**src/hw/rtl/tibq_pkg.sv**
```systemverilog
// Shared types and constants for the TLB invalidate batch queue.
// No dependencies; imported by every module of the block.
`timescale 1ns / 1ps
`default_nettype none

package tibq_pkg;

    // Depth of the batched page-invalidation store
    localparam int QUEUE_DEPTH = 4;

    localparam int ROOT_W = 40;
    localparam int ADDR_W = 48;

    // Store index, and a count that also holds the overflow mark (QUEUE_DEPTH+1)
    localparam int IDX_W = (QUEUE_DEPTH > 1) ? $clog2(QUEUE_DEPTH) : 1;
    localparam int CNT_W = $clog2(QUEUE_DEPTH + 2);

    localparam logic [CNT_W-1:0] CNT_FULL = CNT_W'(QUEUE_DEPTH);
    localparam logic [CNT_W-1:0] CNT_OVFL = CNT_W'(QUEUE_DEPTH + 1);

    // Request codes
    localparam logic FUNC_QUEUE  = 1'b0;
    localparam logic FUNC_SWITCH = 1'b1;

    // Result codes
    localparam logic ACT_PAGE  = 1'b0;
    localparam logic ACT_FLUSH = 1'b1;

    // One result word
    typedef struct packed {
        logic              action;
        logic [ADDR_W-1:0] inval_addr;
        logic [ROOT_W-1:0] flush_root;
        logic              last;
    } result_t;

endpackage

`default_nettype wire

```
**src/hw/rtl/tlb_invalidate_batch_queue_core.sv**
```systemverilog
// Result words reach m_ from the registers of the two-entry result queue.
// Requests are taken only while no replay runs and the queue has room; a switch starts
// the single-word replay, one page (up to QUEUE_DEPTH) per cycle while room is left.
// The two-entry result queue lets requests keep flowing while m_ stalls, until it fills.
// Reset (aresetn, synchronous, low) clears root, batch count and the result queue;
// the page store is not cleared.
`timescale 1ns / 1ps
`default_nettype none

module tlb_invalidate_batch_queue_core (
    input  wire logic                         aclk,
    input  wire logic                         aresetn,
    input  wire logic                         s_valid,
    output logic                              s_ready,
    input  wire logic                         s_func,
    input  wire logic [tibq_pkg::ROOT_W-1:0]  s_table_root,
    input  wire logic [tibq_pkg::ADDR_W-1:0]  s_page_addr,
    output logic                              m_valid,
    input  wire logic                         m_ready,
    output logic                              m_action,
    output logic [tibq_pkg::ADDR_W-1:0]       m_inval_addr,
    output logic [tibq_pkg::ROOT_W-1:0]       m_flush_root,
    output logic                              m_last
);
    import tibq_pkg::*;

    logic    push_valid, push_ready;
    result_t push_word, pop_word;

    // Front end: classify and sequence
    tibq_front u_front (
        .aclk         (aclk),
        .aresetn      (aresetn),
        .s_valid      (s_valid),
        .s_ready      (s_ready),
        .s_func       (s_func),
        .s_table_root (s_table_root),
        .s_page_addr  (s_page_addr),
        .push_valid   (push_valid),
        .push_ready   (push_ready),
        .push_word    (push_word)
    );

    // Back end: result word queue driving the output
    tibq_fifo u_fifo (
        .aclk       (aclk),
        .aresetn    (aresetn),
        .push_valid (push_valid),
        .push_ready (push_ready),
        .push_word  (push_word),
        .pop_valid  (m_valid),
        .pop_ready  (m_ready),
        .pop_word   (pop_word)
    );

    assign m_action     = pop_word.action;
    assign m_inval_addr = pop_word.inval_addr;
    assign m_flush_root = pop_word.flush_root;
    assign m_last       = pop_word.last;

endmodule

`default_nettype wire

```
**src/hw/rtl/tibq_fifo.sv**
```systemverilog
// Two-entry result word queue between the front end and the output port.
// Depends on tibq_pkg.
`timescale 1ns / 1ps
`default_nettype none

module tibq_fifo (
    input  wire logic             aclk,
    input  wire logic             aresetn,
    input  wire logic             push_valid,
    output logic                  push_ready,
    input  wire tibq_pkg::result_t push_word,
    output logic                  pop_valid,
    input  wire logic             pop_ready,
    output tibq_pkg::result_t     pop_word
);
    import tibq_pkg::*;

    result_t    mem [2];
    logic       wr_ptr_reg, wr_ptr_next;
    logic       rd_ptr_reg, rd_ptr_next;
    logic [1:0] count_reg, count_next;
    logic       do_push, do_pop;

    assign push_ready = (count_reg != 2'd2);
    assign pop_valid  = (count_reg != 2'd0);
    assign pop_word   = mem[rd_ptr_reg];
    assign do_push    = push_valid && push_ready;
    assign do_pop     = pop_valid && pop_ready;

    // Pointer and occupancy update
    always_comb begin
        wr_ptr_next = do_push ? ~wr_ptr_reg : wr_ptr_reg;
        rd_ptr_next = do_pop ? ~rd_ptr_reg : rd_ptr_reg;
        count_next  = count_reg;
        if (do_push && !do_pop) begin
            count_next = count_reg + 2'd1;
        end else if (do_pop && !do_push) begin
            count_next = count_reg - 2'd1;
        end
    end

    always_ff @(posedge aclk) begin
        if (!aresetn) begin
            wr_ptr_reg <= 1'b0;
            rd_ptr_reg <= 1'b0;
            count_reg  <= 2'd0;
        end else begin
            wr_ptr_reg <= wr_ptr_next;
            rd_ptr_reg <= rd_ptr_next;
            count_reg  <= count_next;
        end
    end

    // Word storage, no reset
    always_ff @(posedge aclk) begin
        if (do_push) begin
            mem[wr_ptr_reg] <= push_word;
        end
    end

`ifndef NO_ASSERTIONS
    a_count_range: assert property (@(posedge aclk) disable iff (!aresetn)
        count_reg <= 2'd2)
        else $error("fifo occupancy out of range");
    a_ptr_gap: assert property (@(posedge aclk) disable iff (!aresetn)
        (count_reg == 2'd1) |-> (wr_ptr_reg != rd_ptr_reg))
        else $error("fifo pointers disagree with occupancy");
    a_head_held: assert property (@(posedge aclk) disable iff (!aresetn)
        (pop_valid && !pop_ready) |=> (pop_valid && $stable(pop_word)))
        else $error("queued word changed while stalled");
`endif

endmodule

`default_nettype wire

```
**src/hw/rtl/tibq_front.sv**
```systemverilog
// Front end: takes requests, keeps the current root and the page store,
// and turns each switch into result words for the queue. Depends on tibq_pkg.
`timescale 1ns / 1ps
`default_nettype none

module tibq_front (
    input  wire logic                         aclk,
    input  wire logic                         aresetn,
    input  wire logic                         s_valid,
    output logic                              s_ready,
    input  wire logic                         s_func,
    input  wire logic [tibq_pkg::ROOT_W-1:0]  s_table_root,
    input  wire logic [tibq_pkg::ADDR_W-1:0]  s_page_addr,
    output logic                              push_valid,
    input  wire logic                         push_ready,
    output tibq_pkg::result_t                 push_word
);
    import tibq_pkg::*;

    logic [ROOT_W-1:0] root_reg, root_next;
    logic [CNT_W-1:0]  count_reg, count_next;
    logic [ADDR_W-1:0] last_addr_reg, last_addr_next;
    logic [ADDR_W-1:0] store [QUEUE_DEPTH];
    logic              busy_reg, busy_next;
    logic [CNT_W-1:0]  idx_reg, idx_next;
    logic [CNT_W-1:0]  rcnt_reg, rcnt_next;

    logic accept, root_hit, store_wr, replay_push, replay_last;

    assign s_ready  = !busy_reg && push_ready;
    assign accept   = s_valid && s_ready;
    assign root_hit = (s_table_root == root_reg);
    assign replay_push = busy_reg && push_ready;
    assign replay_last = (CNT_W'(idx_reg + CNT_W'(1)) == rcnt_reg);

    // Classify the request and update the batch state
    always_comb begin
        root_next      = root_reg;
        count_next     = count_reg;
        last_addr_next = last_addr_reg;
        busy_next      = busy_reg;
        idx_next       = idx_reg;
        rcnt_next      = rcnt_reg;
        store_wr       = 1'b0;
        push_valid     = 1'b0;
        push_word      = '0;

        if (busy_reg) begin
            // Replay one stored page per free queue slot
            push_valid           = 1'b1;
            push_word.action     = ACT_PAGE;
            push_word.inval_addr = store[idx_reg[IDX_W-1:0]];
            push_word.last       = replay_last;
            if (replay_push) begin
                idx_next = CNT_W'(idx_reg + CNT_W'(1));
                if (replay_last) begin
                    busy_next = 1'b0;
                end
            end
        end else if (accept) begin
            if (s_func == FUNC_QUEUE) begin
                if (root_hit) begin
                    priority if (count_reg >= CNT_FULL) begin
                        count_next = CNT_OVFL;
                    end else if (count_reg != '0 && last_addr_reg == s_page_addr) begin
                        count_next = count_reg;
                    end else begin
                        store_wr       = 1'b1;
                        last_addr_next = s_page_addr;
                        count_next     = CNT_W'(count_reg + CNT_W'(1));
                    end
                end
            end else begin
                if (!root_hit || count_reg == CNT_OVFL) begin
                    // Root change or lost pages: one full flush
                    push_valid           = 1'b1;
                    push_word.action     = ACT_FLUSH;
                    push_word.flush_root = s_table_root;
                    push_word.last       = 1'b1;
                end else if (count_reg != '0) begin
                    busy_next = 1'b1;
                    idx_next  = '0;
                    rcnt_next = count_reg;
                end
                root_next  = s_table_root;
                count_next = '0;
            end
        end
    end

    always_ff @(posedge aclk) begin
        if (!aresetn) begin
            root_reg  <= '0;
            count_reg <= '0;
            busy_reg  <= 1'b0;
            idx_reg   <= '0;
            rcnt_reg  <= '0;
        end else begin
            root_reg  <= root_next;
            count_reg <= count_next;
            busy_reg  <= busy_next;
            idx_reg   <= idx_next;
            rcnt_reg  <= rcnt_next;
        end
    end

    // Page store and last-queued address, no reset
    always_ff @(posedge aclk) begin
        last_addr_reg <= last_addr_next;
        if (store_wr) begin
            store[count_reg[IDX_W-1:0]] <= s_page_addr;
        end
    end

`ifndef NO_ASSERTIONS
    a_count_range: assert property (@(posedge aclk) disable iff (!aresetn)
        count_reg <= CNT_OVFL)
        else $error("batch count beyond overflow mark");
    a_replay_bounds: assert property (@(posedge aclk) disable iff (!aresetn)
        busy_reg |-> (rcnt_reg != '0 && rcnt_reg <= CNT_FULL && idx_reg < rcnt_reg))
        else $error("replay index outside stored batch");
    a_no_accept_busy: assert property (@(posedge aclk) disable iff (!aresetn)
        busy_reg |-> !s_ready)
        else $error("request taken during replay");
    a_replay_start: assert property (@(posedge aclk) disable iff (!aresetn)
        $rose(busy_reg) |-> (count_reg == '0 && idx_reg == '0))
        else $error("replay started without emptying batch");
`endif

endmodule

`default_nettype wire
```
**config.mk**
```make
export PLATFORM = sky130hd
export DESIGN_NAME = tlb_invalidate_batch_queue_core
export DESIGN_NICKNAME = d
export VERILOG_FILES = /design/src/hw/rtl/tibq_pkg.sv /design/src/hw/rtl/tlb_invalidate_batch_queue_core.sv /design/src/hw/rtl/tibq_fifo.sv /design/src/hw/rtl/tibq_front.sv
export SDC_FILE = /design/constraint.sdc
export NUM_CORES = 1
export LEC_CHECK = 0
export BUFFER_PORTS_ARGS = -buffer_cell sky130_fd_sc_hd__buf_2
export CAP_MARGIN = 20
export CORE_MARGIN = 3
export CORE_UTILIZATION = 50
export CTS_CLUSTER_DIAMETER = 50
export DETAILED_ROUTE_END_ITERATION = 16
export HOLD_SLACK_MARGIN = 0.08
export PLACE_DENSITY = 0.72
export RECOVER_POWER = 50
export SLEW_MARGIN = 5
export SYNTH_ARGS = -nofsm -noshare
export SYNTH_HDL_FRONTEND = slang
export SYNTH_SLANG_ARGS = --single-unit
```
**constraint.sdc**
```tcl
create_clock -name aclk -period 10.05 [get_ports aclk]
set_input_delay 2.01 -clock aclk [delete_from_list [all_inputs] [get_ports aclk]]
set_output_delay 2.01 -clock aclk [all_outputs]
set_load 0.02 [all_outputs]
```
==> results.py <==
metrics = {
    "outcome": {
        "status": "finished, violations left",
        "violations": "max-capacitance violations, max-slew violations",
    },
    "timing": {
        "relSlewSlack": -1.100,
        "timing.fmax_mhz": 180.6,
        "period_minus_slack_ns": 5.536,
        "finalHoldViolCount": 0,
        "finalCritPeriodShare": 0.5508,
        "setup_tns_ns": 0,
        "finClkSkew_ns": 0.01718,
        "finalSetupViolations": 0,
        "slew_violations": 174,
        "whs_ns": 0.4693,
        "rsz0062_at_grt": "false",
        "worstMarginPinSlew_ns": 3.150,
    },
    "floorplan": {
        "initial_core_util": 0.5092,
        "ios": 185,
        "die_w_um": 199.6,
        "die_area_um2": 39820,
        "core_area_um2": 36790,
        "rows": 70,
        "fp.dieH_um": 199.6,
    },
    "drt": {
        "ant_nets": 0,
        "avgViaCountPerCell": 5.459,
        "drc": 0,
        "via_count": 9756,
        "drtIter0Drc": 566,
        "dr.pass1.iters": 5,
        "routedWlPerCell_um": 21.00,
        "drt_wl_total_um": 37530,
    },
    "synth": {
        "avgSynthCellArea_um2": 17.36,
        "synth-edff-count": 420,
        "yosys_warnings": 0,
        "ys_seq_area_frac": 0.7342,
        "synth_seq_cells": 477,
        "yosysUniqueCellTypes": 49,
        "syn_area_um2": 18730,
        "synthCells": 1079,
        "ys_async_sr_fraction": 0,
        "synth_flop_cell": "edfxtp_1",
        "syn_nets": 1178,
    },
    "global_routing": {
        "met2_usage": 0.3171,
        "grtUsageMet3": 0.04637,
        "grt_pass1_wl_um": 57620,
        "grt_start_max_net_pins": 65,
        "use_met1": 0.2492,
        "busiest_layer": "met2",
        "antenna_found_initial": 4,
        "grt.overflow.total": 0,
        "grt.total_usage": 0.1899,
        "grt_pass1_vias": 9975,
    },
    "placed_design": {
        "place_inst": 1696,
        "port_buffers": 184,
        "place_hpwl_um": 23040,
        "place_congestion": 0.7720,
        "place_area_um2": 20180,
    },
    "worst_setup_path": {
        "cp_max_fo": 64,
        "end_kind": "register",
        "crit_type": "input port to register",
        "worst_ep_required_time_ns": 10.25,
        "start_kind": "input port",
        "cp.arrival_ns": 5.74,
    },
    "cells_and_area": {
        "fin_cells": 1787,
        "final_layout_size_suffix_gt1_frac": 0.2825,
        "nNetsFinal": 1381,
        "syn_to_final_growth_pct": 16.14,
        "design_area_um2": 21760,
        "largest_reg_flops": 192,
    },
    "power_and_ir_drop": {
        "p_sw_frac": 0.2481,
        "internal_power_w": 0.003540,
        "pwr_density_cell_nw_per_um2": 216.4,
        "p_switching_w": 0.001168,
        "pwr-share-seq": 0.485,
        "total_power_w": 0.004709,
        "p_comb_frac": 0.129,
        "ir_worst_vdd_mv": 0.1617,
        "power.leakage_nw": 7.283,
        "clockPowerShare": 0.386,
    },
    "clock_tree": {
        "cts_resized": 0,
        "cts_sinks": 477,
        "clkTransAtPathRegs_ns": 0.06,
        "cts_setup_buffers": 0,
        "hold_buffers": 0,
        "cts_root_buffer": "clkbuf_16",
        "cts_tree": "yes",
        "clk_latency_ns": 0.59,
        "cts.htree.levels": 2,
        "cts_buffers": 50,
        "clock_path_buffers": 3,
    },
    "worst_hold_path": {
        "min_path_type": "register to register",
    },
    "flow_run": {
        "maxCapViolations": 4,
    },
}
per-layer routing:
metal	routed length [um]	vias up
li1	-	4478
met1	15640	4947
met2	18590	259
met3	2405	66
met4	843	6
met5	41	-
synthesized netlist by cell type (2+ instances only):
cell	number	share of area
nor4_1	14	0.0047
xnor2_1	35	0.016
ha_1	6	0.0040
edfxtp_1	420	0.67
and3_1	3	0.0010
nand2_1	91	0.018
dfxtp_1	57	0.061
buf_2	7	0.0019
mux2_2	90	0.054
nand4_1	10	0.0033
a21oi_1	43	0.011
nand3b_1	2	0.00080
nor2_1	13	0.0026
nor2b_1	3	0.0010
mux2i_1	6	0.0032
clkbuf_1	39	0.0078
xor2_1	60	0.028
and2_1	93	0.031
nand3_1	4	0.0011
nor4_4	3	0.0034
or2_2	2	0.00067
inv_1	2	0.00040
mux4_2	48	0.058
nor3_1	3	0.00080
cell usage in the layout, fill, tap and decap left out, drive strengths merged, types with 21 or more instances in the layout:
cell type | synthesis | final
clkbuf | 39 | 113
xor2 | 60 | 60
edfxtp | 420 | 420
and2 | 93 | 93
mux2 | 90 | 90
xnor2 | 35 | 35
buf | 9 | 145
mux4 | 48 | 48
a21oi | 43 | 43
nand2 | 91 | 91
dfxtp | 57 | 57
clkinv | 1 | 21
critical path, cell delays in order:
cell and delay (ns):
clkbuf_1 0.12, xor2_1 0.20, nor4_1 0.13, and3_1 0.20, a31oi_1 0.33, o21a_1 0.24, and2_0 1.49, buf_4 0.90
cells by family after synthesis:
kind of cell / after synthesis / synth area share
AO/OA/AOI/OAI: 55 / 0.01743
XOR/XNOR: 95 / 0.04442
adder cells (fa/ha/maj): 6 / 0.004008
buffers and inverters: 51 / 0.01089
flip-flops: 477 / 0.7342
multiplexers: 144 / 0.1150
AND/OR/NAND/NOR: 251 / 0.07401
power groups by stage:
stage          registers, W  logic, W  clock network [W]
2_1_floorplan       0.00231  0.000423                  0
3_3_place_gp        0.00232  0.000617                  0
3_5_place_dp        0.00233  0.000622                  0
4_1_cts             0.00229  0.000626            0.00186
5_1_grt             0.00229  0.000658            0.00194
6_report            0.00228  0.000607            0.00182
path summary, 6_finish.rpt:
path              depth (start not counted)                  from  slack, ns              endpoint
hold / removal                            2  u_front.root_reg[25]       0.47  u_front.root_reg[25]
setup reg to reg                          7      u_front.busy_reg       5.48     u_fifo.mem[1][54]
setup / recovery                          8      s_table_root[37]       4.51     u_fifo.mem[1][54]
hold reg to reg                           2  u_front.root_reg[25]       0.47  u_front.root_reg[25]
area by class of cell:
type	count	area (um2)
fill	2788	15030
sequential	477	13760
multi-input combinational	551	4766
clock buffer	59	1305
timing repair buffer	199	991.0
tap	468	585.6
clock inverter	28	329.1
inverter	3	11.26
antenna	2	5.005
metrics by stage:
| stage | util | setup WS, ns |
|---|---|---|
| 6_report | 0.5914 | 4.514 |
| 5_1_grt | 0.5913 | 4.151 |
| 4_1_cts | 0.5931 | 5.048 |
| 3_5_place_dp | 0.5487 | 4.435 |
| 3_3_place_gp | 0.5487 | 4.534 |
| 2_1_floorplan | - | 2.641 |
(Power assumes the default switching activity.)
